$ cat config.mk
export PLATFORM = sky130hd
export DESIGN_NAME = bnms_datapath
export DESIGN_NICKNAME = d
export VERILOG_FILES = /design/src/rtl/core/bnms_pkg.sv /design/src/rtl/core/bnms_datapath.sv
export SDC_FILE = /design/constraint.sdc
export NUM_CORES = 2
export LEC_CHECK = 0
export BUFFER_PORTS_ARGS = -buffer_cell sky130_fd_sc_hd__buf_2
export CORE_MARGIN = 3
export CORE_UTILIZATION = 50
export CTS_BUF_LIST = sky130_fd_sc_hd__clkbuf_16
export DETAILED_ROUTE_END_ITERATION = 7
export PLACE_DENSITY = 0.67
export SETUP_SLACK_MARGIN = 0.1
export SYNTH_ARGS = -nofsm -noshare
export SYNTH_HDL_FRONTEND = slang
export SYNTH_SLANG_ARGS = --single-unit
$ cat constraint.sdc
create_clock -name clk -period 26.6 [get_ports clk]
set_input_delay 2.66 -clock clk [delete_from_list [all_inputs] [get_ports clk]]
set_output_delay 2.66 -clock clk [all_outputs]
set_load 0.01 [all_outputs]
$ cat src/rtl/core/bnms_pkg.sv
// Package for the box non-maximum suppression core: sizes, types, state codes.
// No dependencies; used by every module in rtl/core.
`timescale 1ns / 1ps
`default_nettype none
package bnms_pkg;
  localparam int MaxBoxes  = 64;
  localparam int CoordBits = 12;
  localparam int IdxBits   = $clog2(MaxBoxes);
  localparam int CntBits   = $clog2(MaxBoxes + 1);
  localparam int ThrBits   = 17;
  localparam logic [ThrBits-1:0] ThrReset = 17'd22938;

  typedef logic [CoordBits-1:0] coord_t;
  typedef logic [CoordBits:0]   edge_t;

  typedef struct packed {
    coord_t l;
    coord_t t;
    coord_t w;
    coord_t h;
  } box_t;

  typedef struct packed {
    coord_t l;
    coord_t t;
    coord_t w;
    coord_t h;
    logic   last;
  } box_beat_t;

  typedef struct packed {
    coord_t l;
    coord_t t;
    coord_t w;
    coord_t h;
    logic   last;
    logic   ovf;
  } kept_beat_t;

  // controller -> datapath
  typedef struct packed {
    logic             store_wr;   // write input beat at count
    logic             clear_set;  // clear count, marks, overflow
    logic             rd_en;      // registered store read
    logic [IdxBits-1:0] rd_addr;
    logic             ld_key;     // latch read box as sort key / anchor
    logic             ld_cmp;     // latch read box as compare operand
    logic             ord_wr;     // write order[ord_addr] <= ord_data
    logic [IdxBits-1:0] ord_addr;
    logic [IdxBits-1:0] ord_data;
    logic             ord_rd;     // registered order read
    logic [IdxBits-1:0] ord_rd_addr;
    logic             mult_go;    // register products of anchor vs operand
    logic             sup_check;  // compare products, maybe mark
    logic [IdxBits-1:0] mark_idx;
    logic             mark_rd;    // sample mark of mark_idx
  } nms_cmd_t;

  // datapath -> controller
  typedef struct packed {
    logic [CntBits-1:0] count;
    logic               key_gt;   // bottom(read box) > bottom(key)
    logic               marked;   // sampled mark
    logic [IdxBits-1:0] ord_q;
  } nms_stat_t;

  typedef enum logic [11:0] {
    S_LOAD    = 12'b000000000001,
    S_SRD     = 12'b000000000010,  // read key box i
    S_SKEY    = 12'b000000000100,
    S_SORD    = 12'b000000001000,  // read order[k-1]
    S_SBOX    = 12'b000000010000,  // read box order[k-1]
    S_SCMP    = 12'b000000100000,
    S_EORD    = 12'b000001000000,  // read order[p-1]
    S_EBOX    = 12'b000010000000,  // read anchor box and mark
    S_EOUT    = 12'b000100000000,  // present result
    S_CORD    = 12'b001000000000,  // read order[k]
    S_CBOX    = 12'b010000000000,  // read box order[k]
    S_CMUL    = 12'b100000000000   // latch operand, multiply, then compare
  } nms_state_t;
endpackage
`default_nettype wire

$ cat src/rtl/core/bnms_datapath.sv
// Datapath: box store, order table, removed marks, overlap arithmetic.
// Depends on bnms_pkg.
`timescale 1ns / 1ps
`default_nettype none
module bnms_datapath
  import bnms_pkg::*;
(
  input  wire logic        clk,
  input  wire logic        rst,
  input  wire nms_cmd_t    cmd,
  input  wire box_beat_t   in_box,
  input  wire logic        in_drop,
  input  wire logic [ThrBits-1:0] thr,
  output nms_stat_t        stat,
  output box_t             anchor,
  output logic             ovf
);
  box_t              store [MaxBoxes];
  logic [IdxBits-1:0] order [MaxBoxes];
  logic [MaxBoxes-1:0] marks;
  logic [CntBits-1:0] count;
  box_t rd_q, key, cmp;
  logic [IdxBits-1:0] ord_q;
  logic [IdxBits-1:0] cmp_idx, cmp_idx_q;
  logic [2*CoordBits+1:0] inter;
  logic [2*CoordBits-1:0] area;
  logic mark_q;

  always_ff @(posedge clk) begin
    if (cmd.store_wr) store[count[IdxBits-1:0]] <= {in_box.l, in_box.t, in_box.w, in_box.h};
    if (cmd.rd_en) rd_q <= store[cmd.rd_addr];
    if (cmd.ord_wr) order[cmd.ord_addr] <= cmd.ord_data;
    if (cmd.ord_rd) ord_q <= order[cmd.ord_rd_addr];
  end

  // intersection of anchor (key) with operand (cmp)
  edge_t lmax, tmax, rmin, bmin, ra, rb, ba, bb;
  logic [CoordBits:0] iw, ih;
  always_comb begin
    ra = {1'b0, key.l} + {1'b0, key.w};
    rb = {1'b0, cmp.l} + {1'b0, cmp.w};
    ba = {1'b0, key.t} + {1'b0, key.h};
    bb = {1'b0, cmp.t} + {1'b0, cmp.h};
    lmax = (key.l > cmp.l) ? {1'b0, key.l} : {1'b0, cmp.l};
    tmax = (key.t > cmp.t) ? {1'b0, key.t} : {1'b0, cmp.t};
    rmin = (ra < rb) ? ra : rb;
    bmin = (ba < bb) ? ba : bb;
    iw = (rmin > lmax) ? rmin - lmax : '0;
    ih = (bmin > tmax) ? bmin - tmax : '0;
  end

  logic [2*CoordBits+ThrBits+1:0] lhs, rhs;
  assign lhs = {1'b0, inter, 16'd0};
  assign rhs = (2*CoordBits+ThrBits+2)'(thr) * (2*CoordBits+ThrBits+2)'(area);

  always_ff @(posedge clk) begin
    if (rst) begin
      count <= '0;
      marks <= '0;
      ovf <= 1'b0;
    end else begin
      if (cmd.clear_set) begin
        count <= '0;
        marks <= '0;
        ovf <= 1'b0;
      end else begin
        if (cmd.store_wr) count <= count + 1'b1;
        if (in_drop) ovf <= 1'b1;
        if (cmd.sup_check && (lhs > rhs)) marks[cmp_idx_q] <= 1'b1;
      end
    end
  end

  always_ff @(posedge clk) begin
    if (cmd.ld_key) key <= rd_q;
    if (cmd.ld_cmp) begin
      cmp <= rd_q;
      cmp_idx_q <= cmp_idx;
    end
    if (cmd.rd_en) cmp_idx <= cmd.rd_addr;
    if (cmd.mult_go) begin
      inter <= iw * ih;
      area <= cmp.w * cmp.h;
    end
    if (cmd.mark_rd) mark_q <= marks[cmd.mark_idx];
  end

  assign anchor = key;
  assign stat.count = count;
  assign stat.key_gt = ({1'b0, rd_q.t} + {1'b0, rd_q.h}) > ({1'b0, key.t} + {1'b0, key.h});
  assign stat.marked = mark_q;
  assign stat.ord_q = ord_q;
endmodule
`default_nettype wire

Yosys cells after proc, flatten, opt, wreduce, memory -nomap -nowiden

Memory sizes are Yosys's and may differ from the RTL's. A register that Yosys moved wholly into a read port is not among the register bits.
Index checks and enable logic that the tools add are counted.

Order comparisons: 11
Reduce and logical (&&, ||, !) cells: 3
Multiply operators: 3
Bitwise logic cells: 1
Muxes and demuxes: 14
$add $sub $neg: 8

Operators by type and width:

| kind                | count |
|---|---|
| $add 12x12->13      | 5 |
| $or 64x64->64       | 1 |
| $mux 13             | 4 |
| $gt 42x41->1        | 1 |
| $mul 17x24->41      | 1 |
| $gt 13x12->1        | 2 |
| $lt 13x13->1        | 2 |
| $mul 13x13->26      | 1 |
| $sub 13x12->13      | 2 |
| $gt 12x12->1        | 2 |
| $mul 12x12->24      | 1 |
| $mux 12             | 2 |
| $lt 6x7->1 const B  | 2 |
| $gt 13x13->1        | 1 |
| $add 7x1->7 const B | 1 |
| $bmux 1 s6          | 1 |
| $demux 1 s6         | 1 |
| $ge 6x1->1 const B  | 1 |
| $mux 1              | 6 |
| $logic_and 1x1->1   | 2 |
| $reduce_or 2->1     | 1 |

RAM bits: 3456
Register bits: 231
Logic and storage cells: 58
Output and inout port bits: 64
Memories kept: 2

Memories:

| memory | depth | bits a word | read ports | clocked after memory_dff | wr ports | RTL line            | source |
|---|---|---|---|---|---|---|---|
| store  | 64    | 48          | 1          | 1                        | 1        | bnms_datapath.sv:18 | `box_t store [MaxBoxes];` |
| order  | 64    | 6           | 1          | 1                        | 1        | bnms_datapath.sv:19 | `logic [IdxBits-1:0] order [MaxBoxes];` |

Depth between registers and ports, before layout

Word-level depth: 6
Mapped depth: 53
Mapped depth without buffers: 51

Worst setup path after synthesis

Ideal clock, no wire load.

Kind: register to register
From: reg cmp[1] (netlist name)
To: reg inter[25], data pin
Cell stages (with the launch flop): 52
Arrival time: 10384 ps
Library setup time: 260 ps
Path slack: 15956 ps
Cell sequence: edfxtp_1 > clkbuf_1 > inv_1 > fa_1 > nor2b_1 > o21ai_0 > a21boi_0 > o21ai_0 > nand2b_1 > a21o_1 > a21oi_1 > xor2_1 > ha_1 > and4_1 > o21ai_0 > o21ai_0 > o22a_1 > o211ai_1 > [16 not listed] > inv_1 > fa_1 > inv_1 > fa_1 > fa_1 > inv_1 > fa_1 > inv_1 > ha_1 > and2_1 > o21ai_0 > o31ai_1 > o41ai_1 > o21ai_0 > a211oi_1 > o21ai_0 > a21oi_1 > xnor2_1

Cells in the longest elaborated chain, start to end: 6
Elaborated cells on any way between the ends: 7

RTL lines:

| item                                           | RTL line            | source |
|---|---|---|
| start: declaration                             | bnms_datapath.sv:22 | `box_t rd_q, key, cmp;` |
| start signal: assignment                       | bnms_datapath.sv:77 | `cmp <= rd_q;` |
| $add 12x12->13 *                               | bnms_datapath.sv:43 | `bb = {1'b0, cmp.t} + {1'b0, cmp.h};` |
| $lt 13x13->1                                   | bnms_datapath.sv:47 | `bmin = (ba < bb) ? ba : bb;` |
| $mux 13 *                                      | bnms_datapath.sv:47 |  |
| $sub 13x12->13 or $gt 13x12->1 (tied branches) | bnms_datapath.sv:49 | `ih = (bmin > tmax) ? bmin - tmax : '0;` |
| $mux 13 *                                      | bnms_datapath.sv:49 |  |
| $mul 13x13->26 *                               | bnms_datapath.sv:82 | `inter <= iw * ih;` |
| end signal: assignment                         | bnms_datapath.sv:82 |  |
| end: declaration                               | bnms_datapath.sv:25 | `logic [2*CoordBits+1:0] inter;` |

Mark *: on every way between the ends. The rest lies on a longest branch, timed or not.
A chain may end at the register's enable or synchronous reset.

Final worst setup path

From: reg cmp[2] (netlist name)
To: reg inter[25], data pin

The elaborated chain is that of the path after synthesis.

==> impl_metrics.json <==
{
  "status": "finished, final reports clean",
  "setup_viol": 0,
  "wl_met1_mm": 170,
  "cp_num_buf_inv": 6,
  "yosysUniqueCellTypes": 80,
  "finalHoldViolations": 0,
  "synth_top_area_share_pct": 64.9,
  "crit_top_cell": "o21ai_0",
  "grt_max_degree": 135,
  "fillers": 25400,
  "grt_pass1_wl_mm": 641,
  "slew-limit-headroom_pct": 8.89,
  "vias": 87900,
  "drv_slew": 0,
  "grt-ovfl-total": 0,
  "clockBufferDepth": 4,
  "fin_crit_sh_pct": 49.0,
  "ys_top_cells_by_area": "edfxtp_1, mux4_2, fa_1, ha_1, inv_1",
  "fin_skew_ps": 108,
  "htreeDepth": 5,
  "chipHeight_um": 589,
  "cts.sinks": 3741,
  "drc": 0,
  "crit_family": "compound AO/OA/AOI/OAI gates",
  "ios": 173,
  "min_period_ps": 13040,
  "critPathLaunchType": "flip-flop",
  "dieArea_mm2": 0.347,
  "grt_pass1_vias": 90300,
  "drtIter0Drc": 10900,
  "yosysTopAreaCell": "edfxtp_1",
  "wl_met3_mm": 43.6,
  "grtUsageTotal_pct": 25.6,
  "wl_mm": 444,
  "max-cap-violations": 0,
  "gp_congestion": 0.884,
  "syn-instance-count": 9034,
  "worst_ep_arrival_time_ps": 13700,
  "io_buffers": 171,
  "setup_tns_ps": 0,
  "crit_path_end_kind": "flip-flop",
  "syn_avg_cell_area_um2": 18.8,
  "highest_layer": "met5",
  "wl_per_cell_um": 31.4,
  "drive_gt1_share_pct": 21.9,
  "ant_nets": 0,
  "path_clk_slew_ps": 60,
  "crit_fanout": 83,
  "root_buffer": "clkbuf_16",
  "critical_path_class": "reg2reg",
  "hold_class": "reg2reg",
  "cpMaxStageDelayCell": "edfxtp_1",
  "start_util_pct": 50.3,
  "dp.cells": 13400,
  "numCtsBuffers": 377,
  "rows": 213,
  "synth.ff_latch_count": 3741,
  "viasPerCell": 6.21,
  "post-dp-hpwl_mm": 259,
  "cp.required_ps": 27250,
  "cts_tree": "built",
  "critPathMaxStageDelay_ps": 770,
  "worst_slack_ps": 13560,
  "regArea_mm2": 0.112,
  "route.met2.wl_mm": 218,
  "cts_setup_buffers": 0,
  "synthArstFlopShare_pct": 0,
  "holdBufCountCts": 0,
  "synth_fp_nets": 10100,
  "netlist_area_mm2": 0.170,
  "stdcell_area_mm2": 0.189,
  "placed_cell_area_mm2": 0.176,
  "synthToLayoutAreaGrowth_pct": 11.1,
  "rsz0062_at_grt": "no",
  "synth_enable_flop_cells": 3669,
  "fin_cells": 14200,
  "ys_seq_area_share_pct": 65.7,
  "dpl_worst_slack_ps": 13720,
  "max_freq_mhz": 76.7,
  "antenna_found_initial": 59,
  "multi_input_area_mm2": 0.0544,
  "clk_latency_ps": 990,
  "core_area_mm2": 0.337,
  "final_cell_mix": "edfxtp_1, mux4_2, inv_1, fa_1, nand2_1",
  "fp.dieW_um": 589,
  "worstMarginPinSlew_ps": 1360,
  "layout_commonest_cell": "edfxtp_1",
  "r2r_setup_slack_ps": 13560,
  "nets": 10400,
  "cts_resized": 0,
  "ys.warnings.count": 0,
  "synth_ff_type": "edfxtp_1",
  "first_pass_iters": 6
}
-- through the flow --
stage / util [%] / hold slack [ps]
CTS: 55.9 / 419
floorplan: - / 400
global placement: 52.3 / 402
global route: 55.9 / 422
detailed placement: 52.3 / 405
finish: 55.9 / 415
-- Yosys cell counts (18+ instances only) --
cell type	number
and2_1	165
nor2_1	240
edfxtp_1	3669
and3_1	24
ha_1	418
nor3_1	123
buf_2	81
o21a_1	38
nand2_1	490
nand4_1	29
fa_1	557
nand2b_1	26
nor2b_1	43
dfxtp_1	72
mux4_2	1145
xnor2_1	84
xor2_1	53
o21ai_0	92
a21o_1	78
buf_1	38
mux2i_1	41
or3_1	27
clkbuf_1	307
a211oi_1	18
nand3_1	104
a32o_1	64
inv_1	701
a21oi_1	116
-- final cells by class --
| type | instances | share of cell area, % |
|---|---|---|
| antenna | 13 | 0.0172 |
| clock buffer | 381 | 5.05 |
| clock inverter | 311 | 1.39 |
| inverter | 703 | 1.40 |
| multi-input combinational | 4160 | 28.8 |
| sequential | 3741 | 59.2 |
| tap | 4515 | 2.99 |
| timing repair buffer | 329 | 1.16 |
-- flip-flops by register name (all words and copies together) (netlist names) --
| register | flops |
|---|---|
| store | 3072 |
| cmp | 48 |
| cmp_idx_q | 6 |
| order | 384 |
| inter | 26 |
| cmp_idx | 6 |
| anchor | 48 |
| ovf | 1 |
| rd_q | 48 |
| count | 7 |
| mark_q | 1 |
| ord_q | 6 |
| marks | 64 |
| area | 24 |
-- routing by layer --
layer / GRT usage (%) / vias to the layer above
met5: 0 / -
met4: 6.73 / 40
met3: 5.41 / 698
met2: 41.9 / 4340
met1: 35.3 / 47000
li1: - / 35900
-- kinds of logic after synthesis --
logic type	share of synthesized area, %
adder cells (fa/ha/maj)	9.64
buffers and inverters	2.58
AND/OR/NAND/NOR	3.65
multiplexers	15.5
flip-flops	65.7
XOR/XNOR	0.706
AO/OA/AOI/OAI	2.19
-- final timing paths --
check	startpoint	depth (start not counted)	to
worst max-delay path	cmp[2]	47	inter[25]
worst max register to register	cmp[2]	47	inter[25]
worst min-delay path	cmp_idx[3]	0	cmp_idx_q[3]
worst min register to register	cmp_idx[3]	0	cmp_idx_q[3]
Power is left out: the tool's default activity adds up to more than one toggle a clock period on the data nets, which glitch-free logic cannot reach.
