File: config.mk
export PLATFORM = sky130hd
export DESIGN_NAME = bnms_ctrl
export DESIGN_NICKNAME = d
export VERILOG_FILES = /design/src/rtl/core/bnms_pkg.sv /design/src/rtl/core/bnms_ctrl.sv
export SDC_FILE = /design/constraint.sdc
export NUM_CORES = 1
export LEC_CHECK = 0
export ABC_CLOCK_PERIOD_IN_PS = 3500
export BUFFER_PORTS_ARGS = -buffer_cell sky130_fd_sc_hd__buf_2
export CORE_ASPECT_RATIO = 1.75
export CORE_UTILIZATION = 35
export DETAILED_ROUTE_END_ITERATION = 12
export HOLD_SLACK_MARGIN = 0.05
export PLACE_DENSITY_LB_ADDON = 0.08
export SLEW_MARGIN = 20
export SYNTH_ARGS = -nofsm -noshare
export SYNTH_HDL_FRONTEND = slang
export SYNTH_SLANG_ARGS = --single-unit
File: constraint.sdc
create_clock -name clk -period 3.5 [get_ports clk]
set_clock_uncertainty 0.05 [all_clocks]
set_input_delay 0.175 -clock clk [delete_from_list [all_inputs] [get_ports clk]]
set_output_delay 0.175 -clock clk [all_outputs]
set_load 0.01 [all_outputs]
File: src/rtl/core/bnms_pkg.sv
// Package for the box non-maximum suppression core: sizes, types, state codes.
// No dependencies; used by every module in rtl/core.
`timescale 1ns / 1ps
`default_nettype none
package bnms_pkg;
  localparam int MaxBoxes  = 64;
  localparam int CoordBits = 12;
  localparam int IdxBits   = $clog2(MaxBoxes);
  localparam int CntBits   = $clog2(MaxBoxes + 1);
  localparam int ThrBits   = 17;
  localparam logic [ThrBits-1:0] ThrReset = 17'd22938;

  typedef logic [CoordBits-1:0] coord_t;
  typedef logic [CoordBits:0]   edge_t;

  typedef struct packed {
    coord_t l;
    coord_t t;
    coord_t w;
    coord_t h;
  } box_t;

  typedef struct packed {
    coord_t l;
    coord_t t;
    coord_t w;
    coord_t h;
    logic   last;
  } box_beat_t;

  typedef struct packed {
    coord_t l;
    coord_t t;
    coord_t w;
    coord_t h;
    logic   last;
    logic   ovf;
  } kept_beat_t;

  // controller -> datapath
  typedef struct packed {
    logic             store_wr;   // write input beat at count
    logic             clear_set;  // clear count, marks, overflow
    logic             rd_en;      // registered store read
    logic [IdxBits-1:0] rd_addr;
    logic             ld_key;     // latch read box as sort key / anchor
    logic             ld_cmp;     // latch read box as compare operand
    logic             ord_wr;     // write order[ord_addr] <= ord_data
    logic [IdxBits-1:0] ord_addr;
    logic [IdxBits-1:0] ord_data;
    logic             ord_rd;     // registered order read
    logic [IdxBits-1:0] ord_rd_addr;
    logic             mult_go;    // register products of anchor vs operand
    logic             sup_check;  // compare products, maybe mark
    logic [IdxBits-1:0] mark_idx;
    logic             mark_rd;    // sample mark of mark_idx
  } nms_cmd_t;

  // datapath -> controller
  typedef struct packed {
    logic [CntBits-1:0] count;
    logic               key_gt;   // bottom(read box) > bottom(key)
    logic               marked;   // sampled mark
    logic [IdxBits-1:0] ord_q;
  } nms_stat_t;

  typedef enum logic [11:0] {
    S_LOAD    = 12'b000000000001,
    S_SRD     = 12'b000000000010,  // read key box i
    S_SKEY    = 12'b000000000100,
    S_SORD    = 12'b000000001000,  // read order[k-1]
    S_SBOX    = 12'b000000010000,  // read box order[k-1]
    S_SCMP    = 12'b000000100000,
    S_EORD    = 12'b000001000000,  // read order[p-1]
    S_EBOX    = 12'b000010000000,  // read anchor box and mark
    S_EOUT    = 12'b000100000000,  // present result
    S_CORD    = 12'b001000000000,  // read order[k]
    S_CBOX    = 12'b010000000000,  // read box order[k]
    S_CMUL    = 12'b100000000000   // latch operand, multiply, then compare
  } nms_state_t;
endpackage
`default_nettype wire

File: src/rtl/core/bnms_ctrl.sv
// Controller: load, insertion sort over the order table, emit and suppress.
// Depends on bnms_pkg.
`timescale 1ns / 1ps
`default_nettype none
module bnms_ctrl
  import bnms_pkg::*;
(
  input  wire logic      clk,
  input  wire logic      rst,
  input  wire logic      in_valid,
  input  wire logic      in_last,
  output logic           in_ready,
  output logic           in_drop,
  input  wire logic      out_ready,
  output logic           out_valid,
  output logic           out_last,
  output nms_cmd_t       cmd,
  input  wire nms_stat_t stat
);
  nms_state_t state, state_next;
  logic [CntBits-1:0] i, i_next, k, k_next, n, n_next, p, p_next;
  logic [IdxBits-1:0] hold, hold_next;   // order[k-1] value being shifted
  logic any_kept, any_kept_next;
  logic valid_r, valid_next;
  logic [CntBits-1:0] nxt_alive_p; // order position of the next candidate

  assign nxt_alive_p = p - 1'b1;
  assign in_ready = (state == S_LOAD);
  // pending result is offered only once its last flag is known
  assign out_valid = valid_r && ((state == S_EOUT && !stat.marked) ||
                                 (state == S_EORD && p == '0));
  assign in_drop = in_ready && in_valid && (stat.count == CntBits'(MaxBoxes));

  always_ff @(posedge clk) begin
    if (rst) begin
      state <= S_LOAD;
      valid_r <= 1'b0;
      any_kept <= 1'b0;
    end else begin
      state <= state_next;
      valid_r <= valid_next;
      any_kept <= any_kept_next;
    end
    i <= i_next; k <= k_next; n <= n_next; p <= p_next; hold <= hold_next;
  end

  // last kept: no remaining unmarked box in order below p; computed lazily:
  // result is held until next anchor found or scan ends, so last flag known then.
  always_comb begin
    state_next = state;
    i_next = i; k_next = k; n_next = n; p_next = p; hold_next = hold;
    valid_next = valid_r;
    any_kept_next = any_kept;
    out_last = 1'b0;
    cmd = '0;
    case (state)
      S_LOAD: begin
        if (in_valid) begin
          cmd.store_wr = (stat.count != CntBits'(MaxBoxes));
          if (in_last) begin
            n_next = (stat.count != CntBits'(MaxBoxes)) ? stat.count + 1'b1 : stat.count;
            i_next = '0;
            state_next = S_SRD;
          end
        end
      end
      S_SRD: begin
        if (i == n) begin
          p_next = n;
          any_kept_next = 1'b0;
          state_next = S_EORD;
        end else begin
          cmd.rd_en = 1'b1;
          cmd.rd_addr = i[IdxBits-1:0];
          k_next = i;
          state_next = S_SKEY;
        end
      end
      S_SKEY: begin
        cmd.ld_key = 1'b1;
        state_next = S_SORD;
      end
      S_SORD: begin
        if (k == '0) begin
          cmd.ord_wr = 1'b1;
          cmd.ord_addr = '0;
          cmd.ord_data = i[IdxBits-1:0];
          i_next = i + 1'b1;
          state_next = S_SRD;
        end else begin
          cmd.ord_rd = 1'b1;
          cmd.ord_rd_addr = IdxBits'(k - 1'b1);
          state_next = S_SBOX;
        end
      end
      S_SBOX: begin
        cmd.rd_en = 1'b1;
        cmd.rd_addr = stat.ord_q;
        hold_next = stat.ord_q;
        state_next = S_SCMP;
      end
      S_SCMP: begin
        cmd.ord_wr = 1'b1;
        cmd.ord_addr = k[IdxBits-1:0];
        if (stat.key_gt) begin
          cmd.ord_data = hold;
          k_next = k - 1'b1;
          state_next = S_SORD;
        end else begin
          cmd.ord_data = i[IdxBits-1:0];
          i_next = i + 1'b1;
          state_next = S_SRD;
        end
      end
      S_EORD: begin
        if (p == '0) begin
          if (valid_r) begin
            out_last = 1'b1;
            if (out_ready) begin
              valid_next = 1'b0;
              cmd.clear_set = 1'b1;
              state_next = S_LOAD;
            end
          end else begin
            cmd.clear_set = 1'b1;
            state_next = S_LOAD;
          end
        end else begin
          cmd.ord_rd = 1'b1;
          cmd.ord_rd_addr = IdxBits'(nxt_alive_p);
          state_next = S_EBOX;
        end
      end
      S_EBOX: begin
        cmd.rd_en = 1'b1;
        cmd.rd_addr = stat.ord_q;
        cmd.mark_rd = 1'b1;
        cmd.mark_idx = stat.ord_q;
        p_next = p - 1'b1;
        state_next = S_EOUT;
      end
      S_EOUT: begin
        // previous result still pending: it is not last, release it first
        if (stat.marked) begin
          state_next = S_EORD;
        end else if (!valid_r || out_ready) begin
          cmd.ld_key = 1'b1;
          valid_next = 1'b1;
          k_next = '0;
          state_next = S_CORD;
        end
      end
      S_CORD: begin
        if (k == p) begin
          state_next = S_EORD;
        end else begin
          cmd.ord_rd = 1'b1;
          cmd.ord_rd_addr = k[IdxBits-1:0];
          state_next = S_CBOX;
        end
      end
      S_CBOX: begin
        cmd.rd_en = 1'b1;
        cmd.rd_addr = stat.ord_q;
        state_next = S_CMUL;
        hold_next = '0;
      end
      S_CMUL: begin
        // first pass: latch operand; hold tracks phase
        if (hold == '0) begin
          cmd.ld_cmp = 1'b1;
          hold_next = IdxBits'(1);
        end else if (hold == IdxBits'(1)) begin
          cmd.mult_go = 1'b1;
          hold_next = IdxBits'(2);
        end else begin
          cmd.sup_check = 1'b1;
          k_next = k + 1'b1;
          state_next = S_CORD;
        end
      end
      default: state_next = S_LOAD;
    endcase
  end
endmodule
`default_nettype wire

# After elaboration in Yosys (flattened, before gate mapping)
# Index checks and enable logic that the tools add are counted.
# totals
wordCells,135
inputBits,20
out_inout_bits,44
regBits,47
# op_classes
n_eq_ne,32
n_mux,66
n_reduce_logical,25
add_sub_neg,5
# ops
cell,n
12-bit one-hot mux with 12 select lines,1
7-bit 2-to-1 mux,18
12-bit 2-to-1 mux,9
7-bit one-hot mux with 3 select lines,2
7-bit one-hot mux with 2 select lines,2
7-bit one-hot mux with 4 select lines,1
13-bit one-hot mux with 2 select lines,1
"7-bit by 1-bit adder with 7-bit output, second input constant",3
1-bit 2-to-1 mux,20
"2-bit != test, second input constant",10
6-bit 2-to-1 mux,3
6-bit one-hot mux with 3 select lines,1
7-bit == test,2
7-bit logical NOT,2
"7-bit by 1-bit subtractor with 7-bit output, second input constant",2
13-bit 2-to-1 mux,1
"12-bit by 1-bit == test with 1-bit output, second input constant",1
"12-bit by 10-bit == test with 1-bit output, second input constant",1
"12-bit by 11-bit == test with 1-bit output, second input constant",1
"12-bit == test, second input constant",1
"12-bit by 2-bit == test with 1-bit output, second input constant",1
"12-bit by 3-bit == test with 1-bit output, second input constant",1
"12-bit by 4-bit == test with 1-bit output, second input constant",1
"12-bit by 5-bit == test with 1-bit output, second input constant",1
other kinds (30),42

# Longest topological paths before layout
# Gate-level depths: netlist of the first run.
# depth
depth_word,5
mapped_depth,8
depth_no_buf,7

# Least setup slack after synthesis of the first run
# OpenSTA, ideal clock, no wires.
# synth_timing
path_type,register to register
startpoint,register state[11]
endpoint,"register i[0], enable pin"
setup_time_ps,372
path_stages_with_launch,8
setup_slack_ps,757
t_arrival_ps,2321
t_required_ps,3078
period_less_slack_ps,2743
path_buffers,3
cell_sequence,dfxtp_1 > or4_1 > buf_2 > or4_4 > buf_6 > and2_4 > buf_6 > a211oi_2
# synth_between
elab_chain_cells,3
elab_cells_between_ends,9
classes_between,7 x eq/ne; 2 x reduce/logical
# synth_rtl
item,line,rtl
"start, declared",bnms_ctrl.sv:20,"nms_state_t state, state_next;"
"start signal, assigned",bnms_ctrl.sv:40,state <= state_next;
12-bit by 4-bit == test with 1-bit output (tied with other cells),bnms_ctrl.sv:56,case (state)
2-bit != test (no source line) / 3-bit nonzero test (equally long branches),n/a,
5-bit AND reduction (no source line) *,n/a,
"end signal, assigned",bnms_ctrl.sv:44,i <= i_next; k <= k_next; n <= n_next; p <= p_next; hold <= hold_next;
"end, declared",bnms_ctrl.sv:21,"logic [CntBits-1:0] i, i_next, k, k_next, n, n_next, p, p_next;"
# Mark *: on every way between the ends. The rest lies on a longest branch, timed or not.
# A chain may end at the register's enable or synchronous reset.

==> results.sh, run 1 <==
export IMPL_cts_hold_buf=0
export IMPL_period_needed_ns=3.15
export IMPL_highest_layer="met4"
export IMPL_startpoint_type="register"
export IMPL_dr_wl_met2_mm=5.58
export IMPL_seq_area_frac_synth=0.388
export IMPL_antenna_found_initial=0
export IMPL_max_freq_mhz=317
export IMPL_routed_wl_mm=10.3
export IMPL_fill_cells=997
export IMPL_drv_slew=0
export IMPL_clk_latency_ns=0.29
export IMPL_cts_buffers=5
export IMPL_ant_nets=0
export IMPL_wl_per_cell_um=18.5
export IMPL_grt_pass1_wl_mm=16.5
export IMPL_internal_power_mw=1.06
export IMPL_p_per_area_nw_per_um2=339
export IMPL_dpl_worst_slack_ns=0.574
export IMPL_fin_nets=460
export IMPL_cts_resized=0
export IMPL_syn_nets=398
export IMPL_layout_common_cells="buf_2, nor2_1, edfxtp_1, nand2_1, xor2_1"
export IMPL_min_period_over_period=0.900
export IMPL_drive_above_1_share=0.230
export IMPL_yosysWarnings=0
export IMPL_rows=46
export IMPL_met3RoutedLength_um=496
export IMPL_clock_sinks=47
export IMPL_vias_per_cell=5.48
export IMPL_synth_edff_count=34
export IMPL_synth_ff_type="edfxtp_1"
export IMPL_core_area_um2=9090
export IMPL_placed_cell_area_um2=3770
export IMPL_async_flop_share=0
export IMPL_finalSetupViolations=0
export IMPL_worstSetupEndpointType="output port"
export IMPL_final_cell_area_um2=3960
export IMPL_synth_seq_cells=47
export IMPL_switching_share=0.208
export IMPL_h_tree_depth=2
export IMPL_hold_violations=0
export IMPL_ys_top_cells_by_area="edfxtp_1, dfxtp_1, xor2_1, nor2_1, xnor2_1"
export IMPL_die_h_um=131
export IMPL_dieArea_um2=9850
export IMPL_synth_area_per_cell_um2=8.89
export IMPL_clock_power_share=0.463
export IMPL_final_core_util=0.435
export IMPL_p_comb_frac=0.071
export IMPL_outcome="completed"
export IMPL_drt_pass1_iterations=4
export IMPL_area_growth_pct=19.7
export IMPL_fp_dieW_um=75.5
export IMPL_dp_hpwl_mm=8.11
export IMPL_cap_violations=0
export IMPL_vias=3044
export IMPL_start_util=0.364
export IMPL_grt_total_usage=0.229
export IMPL_grt_max_degree=18
export IMPL_critical_path_max_fanout=9
export IMPL_yosysUniqueCellTypes=51
export IMPL_drc=0
export IMPL_syn_inst=372
export IMPL_rsz0062_at_grt="no"
export IMPL_slew_headroom=0.376
export IMPL_grt_pass1_vias=3021
export IMPL_irDropWorstVdd_mv=0.187
export IMPL_clockBufferDepth=2
export IMPL_globalplace_congestion=0.908
export IMPL_grt_overflow=0
export IMPL_yosysTopAreaCellShare=0.309
export IMPL_fin_setup_tns_ns=0
export IMPL_arrival_ns=2.93
export IMPL_drt_iter0_markers=236
export IMPL_wl_met1_mm=4.01
export IMPL_synth_area_leader_cell="edfxtp_1"
export IMPL_io_pins=64
export IMPL_cts_tree="built"
export IMPL_cts_setup_buffers=0
export IMPL_crit_type="reg2out"
export IMPL_syn_area_um2=3310
export IMPL_timing_final_ws_setup_ns=0.350
export IMPL_worst_ep_required_time_ns=3.27
export IMPL_portBuffers=63
export IMPL_p_seq_frac=0.466
export IMPL_switchingPower_mw=0.279
export IMPL_worstMarginPinSlew_ns=0.927
export IMPL_leakage_nw=1.68
export IMPL_cts_root_buf="clkbuf_16"
export IMPL_num_antenna_cells=0
export IMPL_clk_pin_slew_ns=0.07
export IMPL_final_common_cell="buf_2"
export IMPL_hold_class="in2reg"
## critical path, cell delays in order, from the launching register on
cell      delay, ns
edfxtp_1       0.52
inv_1          0.15
ha_1           0.26
or3b_2         0.52
or4_1          0.49
o22ai_1        0.20
buf_4          0.18
nand2_1        0.06
o21ai_0        0.09
buf_2          0.16
## layout make-up
class | instances | area (µm²) | area share
multi-input combinational | 294 | 1890 | 0.478
sequential | 47 | 1280 | 0.324
timing repair buffer | 75 | 405 | 0.102
tap | 120 | 150 | 0.0379
clock buffer | 6 | 129 | 0.0326
clock inverter | 2 | 60.1 | 0.0152
inverter | 11 | 41.3 | 0.0104
## synthesized netlist by cell type (6+ instances only)
| library cell | count |
|---|---|
| xor2_1 | 19 |
| xnor2_1 | 13 |
| o21ai_0 | 17 |
| or4b_2 | 6 |
| clkbuf_1 | 15 |
| and2_1 | 15 |
| or4_1 | 7 |
| nand2_1 | 29 |
| nand2b_1 | 8 |
| and3_1 | 7 |
| dfxtp_1 | 13 |
| nor2_1 | 37 |
| nor3_1 | 11 |
| ha_1 | 6 |
| a22o_1 | 12 |
| nand3_1 | 18 |
| nor2b_1 | 10 |
| edfxtp_1 | 34 |
| inv_1 | 11 |
| nor4_1 | 9 |
| a21oi_1 | 12 |
## stage by stage
| step | cells | total power, mW | hold WS [ns] |
|---|---|---|---|
| 2_1_floorplan | 372 | 0.691 | 0.197 |
| 3_3_place_gp | 547 | 0.731 | 0.429 |
| 3_5_place_dp | 547 | 0.732 | 0.434 |
| 4_1_cts | 555 | 1.35 | 0.130 |
| 5_1_grt | 555 | 1.38 | 0.129 |
| 6_report | 555 | 1.34 | 0.138 |
## kinds of logic after synthesis
| group | Yosys count | share of synthesized area |
|---|---|---|
| compound gates | 75 | 0.160 |
| xor+xnor | 32 | 0.0848 |
| fa+ha+maj | 6 | 0.0227 |
| buf+inv | 31 | 0.0405 |
| flops | 47 | 0.388 |
| mux | 1 | 0.00303 |
| simple gates | 180 | 0.302 |
## routing by layer
layer	up-vias	track usage
li1	1483	-
met1	1457	0.264
met2	94	0.412
met3	10	0.0330
met4	0	0.0915
met5	-	0
## power groups by stage
stage	combinational [mW]	clock [mW]	sequential (mW)
finish	0.0953	0.620	0.625
global route	0.107	0.651	0.627
CTS	0.0956	0.633	0.625
detailed placement	0.0949	0	0.637
global placement	0.0940	0	0.637
floorplan	0.0634	0	0.627
## path summary, 6_finish.rpt
kind / slack, ns / cells after the start / startpoint / to
worst max-delay path: 0.35 / 9 / k[0]$_DFFE_PP_ / cmd[16]
worst min-delay path: 0.14 / 2 / stat[14] / n[6]$_DFFE_PP_
worst max register to register: 0.56 / 6 / k[0]$_DFFE_PP_ / i[3]$_SDFFCE_PN0P_
worst min register to register: 0.52 / 2 / valid_r$_SDFFE_PP0P_ / valid_r$_SDFFE_PP0P_
## registers in the layout, indices dropped and copies added (netlist names)
register  flops
n             7
k             7
hold          6
state        12
i             7
valid_r       1
p             7
Note: power is estimated with default switching activity, not from simulation.
==> run 2, diff against run 1 <==
--- a/constraint.sdc
+++ b/constraint.sdc
@@ -3,3 +3,3 @@
 set_input_delay 0.175 -clock clk [delete_from_list [all_inputs] [get_ports clk]]
 set_output_delay 0.175 -clock clk [all_outputs]
-set_load 0.01 [all_outputs]
+set_load 0.1 [all_outputs]
==> results.sh, run 2 (same netlist as run 1, synthesis figures left out) <==
export IMPL_outcome="completed"
export IMPL_drv_slew=0
export IMPL_final_common_cell="buf_2"
export IMPL_grt_max_degree=17
export IMPL_ant_nets=0
export IMPL_grt_total_usage=0.222
export IMPL_rr_endpoint="i[2]$_SDFFCE_PN0P_"
export IMPL_startpoint_type="register"
export IMPL_cts_buffers=5
export IMPL_p_per_area_nw_per_um2=322
export IMPL_crit_path_end="cmd[16]"
export IMPL_timing_final_ws_setup_ns=0.194
export IMPL_top_register="state"
export IMPL_num_antenna_cells=0
export IMPL_grt_pass1_wl_mm=15.8
export IMPL_portBuffers=63
export IMPL_die_h_um=131
export IMPL_grt_overflow=0
export IMPL_max_freq_mhz=303
export IMPL_area_growth_pct=24.0
export IMPL_vias=3080
export IMPL_slowest_stage="or3b_2"
export IMPL_slew_headroom=0.564
export IMPL_post_place_cells=554
export IMPL_antenna_found_initial=0
export IMPL_layout_cells_non_filler=562
export IMPL_dp_hpwl_mm=8.04
export IMPL_clockBufferDepth=2
export IMPL_layout_common_cells="buf_2, nor2_1, edfxtp_1, nand2_1"
export IMPL_worst_ep_required_time_ns=3.27
export IMPL_dpl_worst_slack_ns=0.519
export IMPL_wl_per_cell_um=18.1
export IMPL_rr_worst_depth=6
export IMPL_worstSetupEndpointType="output port"
export IMPL_drt_pass1_iterations=4
export IMPL_fin_nets=467
export IMPL_clock_power_share=0.435
export IMPL_critical_path_max_fanout=9
export IMPL_clock_sinks=47
export IMPL_core_area_um2=9090
export IMPL_path_cells="inv_1 > ha_1 > or3b_2 > or4_1 > o22ai_1 > buf_4 > nand2_1 > o21ai_1 > buf_12"
export IMPL_internal_power_mw=0.994
export IMPL_largest_register_ffs=12
export IMPL_drc=0
export IMPL_clk_latency_ns=0.30
export IMPL_placed_cell_area_um2=3930
export IMPL_vias_per_cell=5.48
export IMPL_cp_startpoint="k[0]$_DFFE_PP_"
export IMPL_switchingPower_mw=0.328
export IMPL_cts_tree="built"
export IMPL_cts_root_buf="clkbuf_16"
export IMPL_io_pins=64
export IMPL_drt_iter0_markers=279
export IMPL_rows=46
export IMPL_rrSetupSlack_ns=0.57
export IMPL_leakage_nw=1.73
export IMPL_h_tree_depth=2
export IMPL_cts_resized=0
export IMPL_p_seq_frac=0.470
export IMPL_drive_above_1_share=0.249
export IMPL_worstMarginPinSlew_ns=0.648
export IMPL_rsz0062_at_grt="no"
export IMPL_cts_setup_buffers=0
export IMPL_hold_class="in2reg"
export IMPL_grt_pass1_vias=2998
export IMPL_period_needed_ns=3.31
export IMPL_dieArea_um2=9850
export IMPL_switching_share=0.248
export IMPL_cap_violations=0
export IMPL_irDropWorstVdd_mv=0.338
export IMPL_clk_pin_slew_ns=0.07
export IMPL_final_core_util=0.451
export IMPL_hold_violations=0
export IMPL_r2r_start="k[0]$_DFFE_PP_"
export IMPL_crit_type="reg2out"
export IMPL_arrival_ns=3.08
export IMPL_fp_dieW_um=75.5
export IMPL_cts_hold_buf=0
export IMPL_globalplace_congestion=0.867
export IMPL_start_util=0.364
export IMPL_p_comb_frac=0.095
export IMPL_max_stage_delay_ns=0.53
export IMPL_min_period_over_period=0.944
export IMPL_routed_wl_mm=10.2
export IMPL_final_cell_area_um2=4100
export IMPL_finalSetupViolations=0
==> run 2: changes by cell type in the layout (fill, tap and decap cells not counted) <==
cell / delta
buf_12: +6
clkbuf_1: -1
nor3_1: -2
inv_6: +1
o21ai_1: +4
clkinv_4: +1
o21ai_0: -4
bufinv_16: -1
buf_2: -6
nor3_2: +1
buf_4: +7
nor3_4: +1
==> run 2: cell type report <==
| cell class | count | area [µm²] |
|---|---|---|
| clock buffer | 5 | 125 |
| clock inverter | 3 | 47.5 |
| fill | 937 | 4990 |
| inverter | 11 | 41.3 |
| multi-input combinational | 294 | 1910 |
| sequential | 47 | 1280 |
| tap | 120 | 150 |
| timing repair buffer | 82 | 548 |
==> run 2: stage by stage <==
step                      TNS (ns)  hold WS, ns  power [mW]
after floorplan            -0.0758        0.197       0.718
after global placement           0        0.427       0.759
after detailed placement         0        0.439       0.760
after CTS                        0        0.131        1.32
after global routing             0        0.140        1.36
final                            0        0.136        1.32
==> run 2: critical path: cells and delay by family (launching register included) <==
family / cells / cell delay [ns]
and+or+nand+nor: 3 / 1.06
buffers and inverters: 3 / 0.56
DFF: 1 / 0.52
AOI/OAI and AO/OA: 2 / 0.38
adders and majority gates: 1 / 0.26
==> run 2: power by group through the flow <==
stage | Clock [mW] | Sequential [mW] | Combinational (mW)
2_1_floorplan | 0 | 0.627 | 0.0904
3_3_place_gp | 0 | 0.634 | 0.125
3_5_place_dp | 0 | 0.634 | 0.126
4_1_cts | 0.576 | 0.622 | 0.127
5_1_grt | 0.598 | 0.623 | 0.137
6_report | 0.574 | 0.621 | 0.126
==> run 2: worst min path at each step <==
stage | depth (start not counted) | slack [ns] | end | startpoint
final | 2 | 0.14 | n[6]$_DFFE_PP_ | stat[14]
after global routing | 2 | 0.14 | n[6]$_DFFE_PP_ | stat[14]
after CTS | 2 | 0.13 | n[6]$_DFFE_PP_ | stat[14]
after detailed placement | 2 | 0.44 | hold[0]$_DFFE_PP_ | stat[0]
after global placement | 2 | 0.43 | hold[2]$_DFFE_PP_ | stat[2]
after floorplan | 1 | 0.20 | state[10]$_SDFFE_PP0P_ | rst
==> run 2: metal layers <==
layer / share of wire / vias up / GRT usage / wire (µm)
li1: - / 1502 / - / -
met1: 0.40 / 1464 / 0.248 / 4060
met2: 0.54 / 88 / 0.407 / 5440
met3: 0.031 / 26 / 0.0276 / 315
met4: 0.034 / 0 / 0.102 / 346
met5: 0 / - / 0 / 0
==> run 3, diff against run 2 <==
--- a/config.mk
+++ b/config.mk
@@ -7,5 +7,5 @@
 export LEC_CHECK = 0
 export ABC_CLOCK_PERIOD_IN_PS = 3500
-export BUFFER_PORTS_ARGS = -buffer_cell sky130_fd_sc_hd__buf_2
+export BUFFER_PORTS_ARGS = -buffer_cell sky130_fd_sc_hd__clkbuf_2
 export CORE_ASPECT_RATIO = 1.75
 export CORE_UTILIZATION = 35
--- a/constraint.sdc
+++ b/constraint.sdc
@@ -3,3 +3,3 @@
 set_input_delay 0.175 -clock clk [delete_from_list [all_inputs] [get_ports clk]]
 set_output_delay 0.175 -clock clk [all_outputs]
-set_load 0.1 [all_outputs]
+set_load 0.005 [all_outputs]
==> results.sh, run 3 (same netlist as run 1, synthesis figures left out) <==
export IMPL_path_delay_family="simple AND/OR/NAND/NOR gates"
export IMPL_layout_cells_non_filler=556
export IMPL_final_common_cell="clkbuf_2"
export IMPL_startpoint_type="register"
export IMPL_io_pins=64
export IMPL_cts_setup_buffers=0
export IMPL_clock_sinks=47
export IMPL_rrSetupSlack_ns=0.55
export IMPL_path_cells="inv_1 > ha_1 > or3b_2 > or4_1 > o22ai_1 > buf_4 > nand2_1 > o21ai_0 > clkbuf_2"
export IMPL_wl_per_cell_um=18.6
export IMPL_fp_dieW_um=75.5
export IMPL_rsz0062_at_grt="no"
export IMPL_hold_class="in2reg"
export IMPL_core_area_um2=9090
export IMPL_max_freq_mhz=316
export IMPL_min_period_over_period=0.904
export IMPL_slowest_stage="edfxtp_1"
export IMPL_cap_violations=0
export IMPL_p_total_mw=1.34
export IMPL_grt_total_usage=0.227
export IMPL_cts_resized=0
export IMPL_h_tree_depth=2
export IMPL_crit_type="reg2out"
export IMPL_layout_common_cells="clkbuf_2, nor2_1, edfxtp_1, nand2_1, xor2_1"
export IMPL_rr_endpoint="i[3]$_SDFFCE_PN0P_"
export IMPL_leakage_nw=1.65
export IMPL_ant_nets=0
export IMPL_worstMarginPinSlew_ns=0.963
export IMPL_die_h_um=131
export IMPL_grt_overflow=0
export IMPL_start_util=0.364
export IMPL_antenna_found_initial=0
export IMPL_globalplace_congestion=0.925
export IMPL_cts_buffers=5
export IMPL_holdPathStages=2
export IMPL_cts_tree="built"
export IMPL_dp_hpwl_mm=8.18
export IMPL_hold_ws_ns=0.137
export IMPL_clk_latency_ns=0.29
export IMPL_p_per_area_nw_per_um2=338
export IMPL_grt_pass1_wl_mm=16.3
export IMPL_seq_area_um2=1280
export IMPL_grt_max_degree=18
export IMPL_num_antenna_cells=0
export IMPL_slew_headroom=0.352
export IMPL_cts_hold_buf=0
export IMPL_period_needed_ns=3.17
export IMPL_clk_pin_slew_ns=0.07
export IMPL_arrival_ns=2.94
export IMPL_routed_wl_mm=10.3
export IMPL_post_place_cells=548
export IMPL_drc=0
export IMPL_drt_pass1_iterations=4
export IMPL_r2r_start="k[0]$_DFFE_PP_"
export IMPL_vias=3042
export IMPL_min_to="n[6]$_DFFE_PP_"
export IMPL_worst_ep_required_time_ns=3.27
export IMPL_largest_register_ffs=12
export IMPL_cts_root_buf="clkbuf_16"
export IMPL_fin_nets=461
export IMPL_dieArea_um2=9850
export IMPL_max_stage_delay_ns=0.52
export IMPL_portBuffers=63
export IMPL_dpl_worst_slack_ns=0.598
export IMPL_clockBufferDepth=2
export IMPL_min_delay_start="stat[14]"
export IMPL_drive_above_1_share=0.232
export IMPL_worstSetupEndpointType="output port"
export IMPL_placed_cell_area_um2=3780
export IMPL_finalSetupViolations=0
export IMPL_drt_iter0_markers=230
export IMPL_drv_slew=0
export IMPL_rows=46
export IMPL_grt_pass1_vias=2981
export IMPL_timing_final_ws_setup_ns=0.335
export IMPL_critical_path_max_fanout=9
export IMPL_hold_violations=0
export IMPL_rr_worst_depth=6
export IMPL_multi_input_area_um2=1890
export IMPL_final_core_util=0.436
export IMPL_final_cell_area_um2=3970
export IMPL_vias_per_cell=5.47
export IMPL_fill_cells=993
export IMPL_area_growth_pct=19.9
export IMPL_outcome="completed"
export IMPL_path_buf_inv=3
export IMPL_irDropWorstVdd_mv=0.198
export IMPL_fin_setup_tns_ns=0
export IMPL_top_register="state"
-- run 3: cell count changes in the layout (fill, tap and decap cells not counted), sizes merged --
cell | before | now
clkbuf | 5 | 69
buf | 82 | 13
clkinv | 1 | 0
inv | 12 | 11
bufinv | 1 | 2
-- run 3: area by class of cell --
class | count | area share
multi-input cells | 294 | 0.477
inverters | 11 | 0.0104
flip-flops and latches | 47 | 0.323
clock buffers | 6 | 0.0325
clock inverters | 2 | 0.0151
repair buffers | 76 | 0.104
well taps | 120 | 0.0379
-- run 3: power by group --
| group | switching [mW] | leakage [nW] | internal [mW] |
|---|---|---|---|
| Sequential | 0.0165 | 0.417 | 0.608 |
| Combinational | 0.0502 | 1.14 | 0.0432 |
| Clock | 0.214 | 0.0911 | 0.410 |
-- run 3: worst max-delay path by stage --
stage / startpoint / end / cells past startpoint
after floorplan: state[11]$_SDFFE_PP0P_ / i[0]$_SDFFCE_PN0P_ / 7
after global placement: k[0]$_DFFE_PP_ / i[5]$_SDFFCE_PN0P_ / 6
after CTS: k[0]$_DFFE_PP_ / cmd[16] / 9
final: k[0]$_DFFE_PP_ / cmd[16] / 9
after global routing: k[0]$_DFFE_PP_ / cmd[16] / 9
after detailed placement: k[0]$_DFFE_PP_ / i[3]$_SDFFCE_PN0P_ / 6
-- run 3: worst reg2reg max path: cells and delay by family, from the launching register on --
| kind | cells | cell delay (ns) |
|---|---|---|
| AO/OA/AOI/OAI | 1 | 0.59 |
| adder cells (fa/ha/maj) | 1 | 0.26 |
| buffers and inverters | 1 | 0.16 |
| flip-flops | 1 | 0.52 |
| AND/OR/NAND/NOR | 3 | 1.00 |
-- run 3: routing by layer --
layer / up-vias / track usage / share of wire
met1: 1443 / 0.262 / 0.39
met5: - / 0 / 0
li1: 1489 / - / -
met2: 99 / 0.407 / 0.54
met4: 0 / 0.0871 / 0.019
met3: 11 / 0.0376 / 0.052
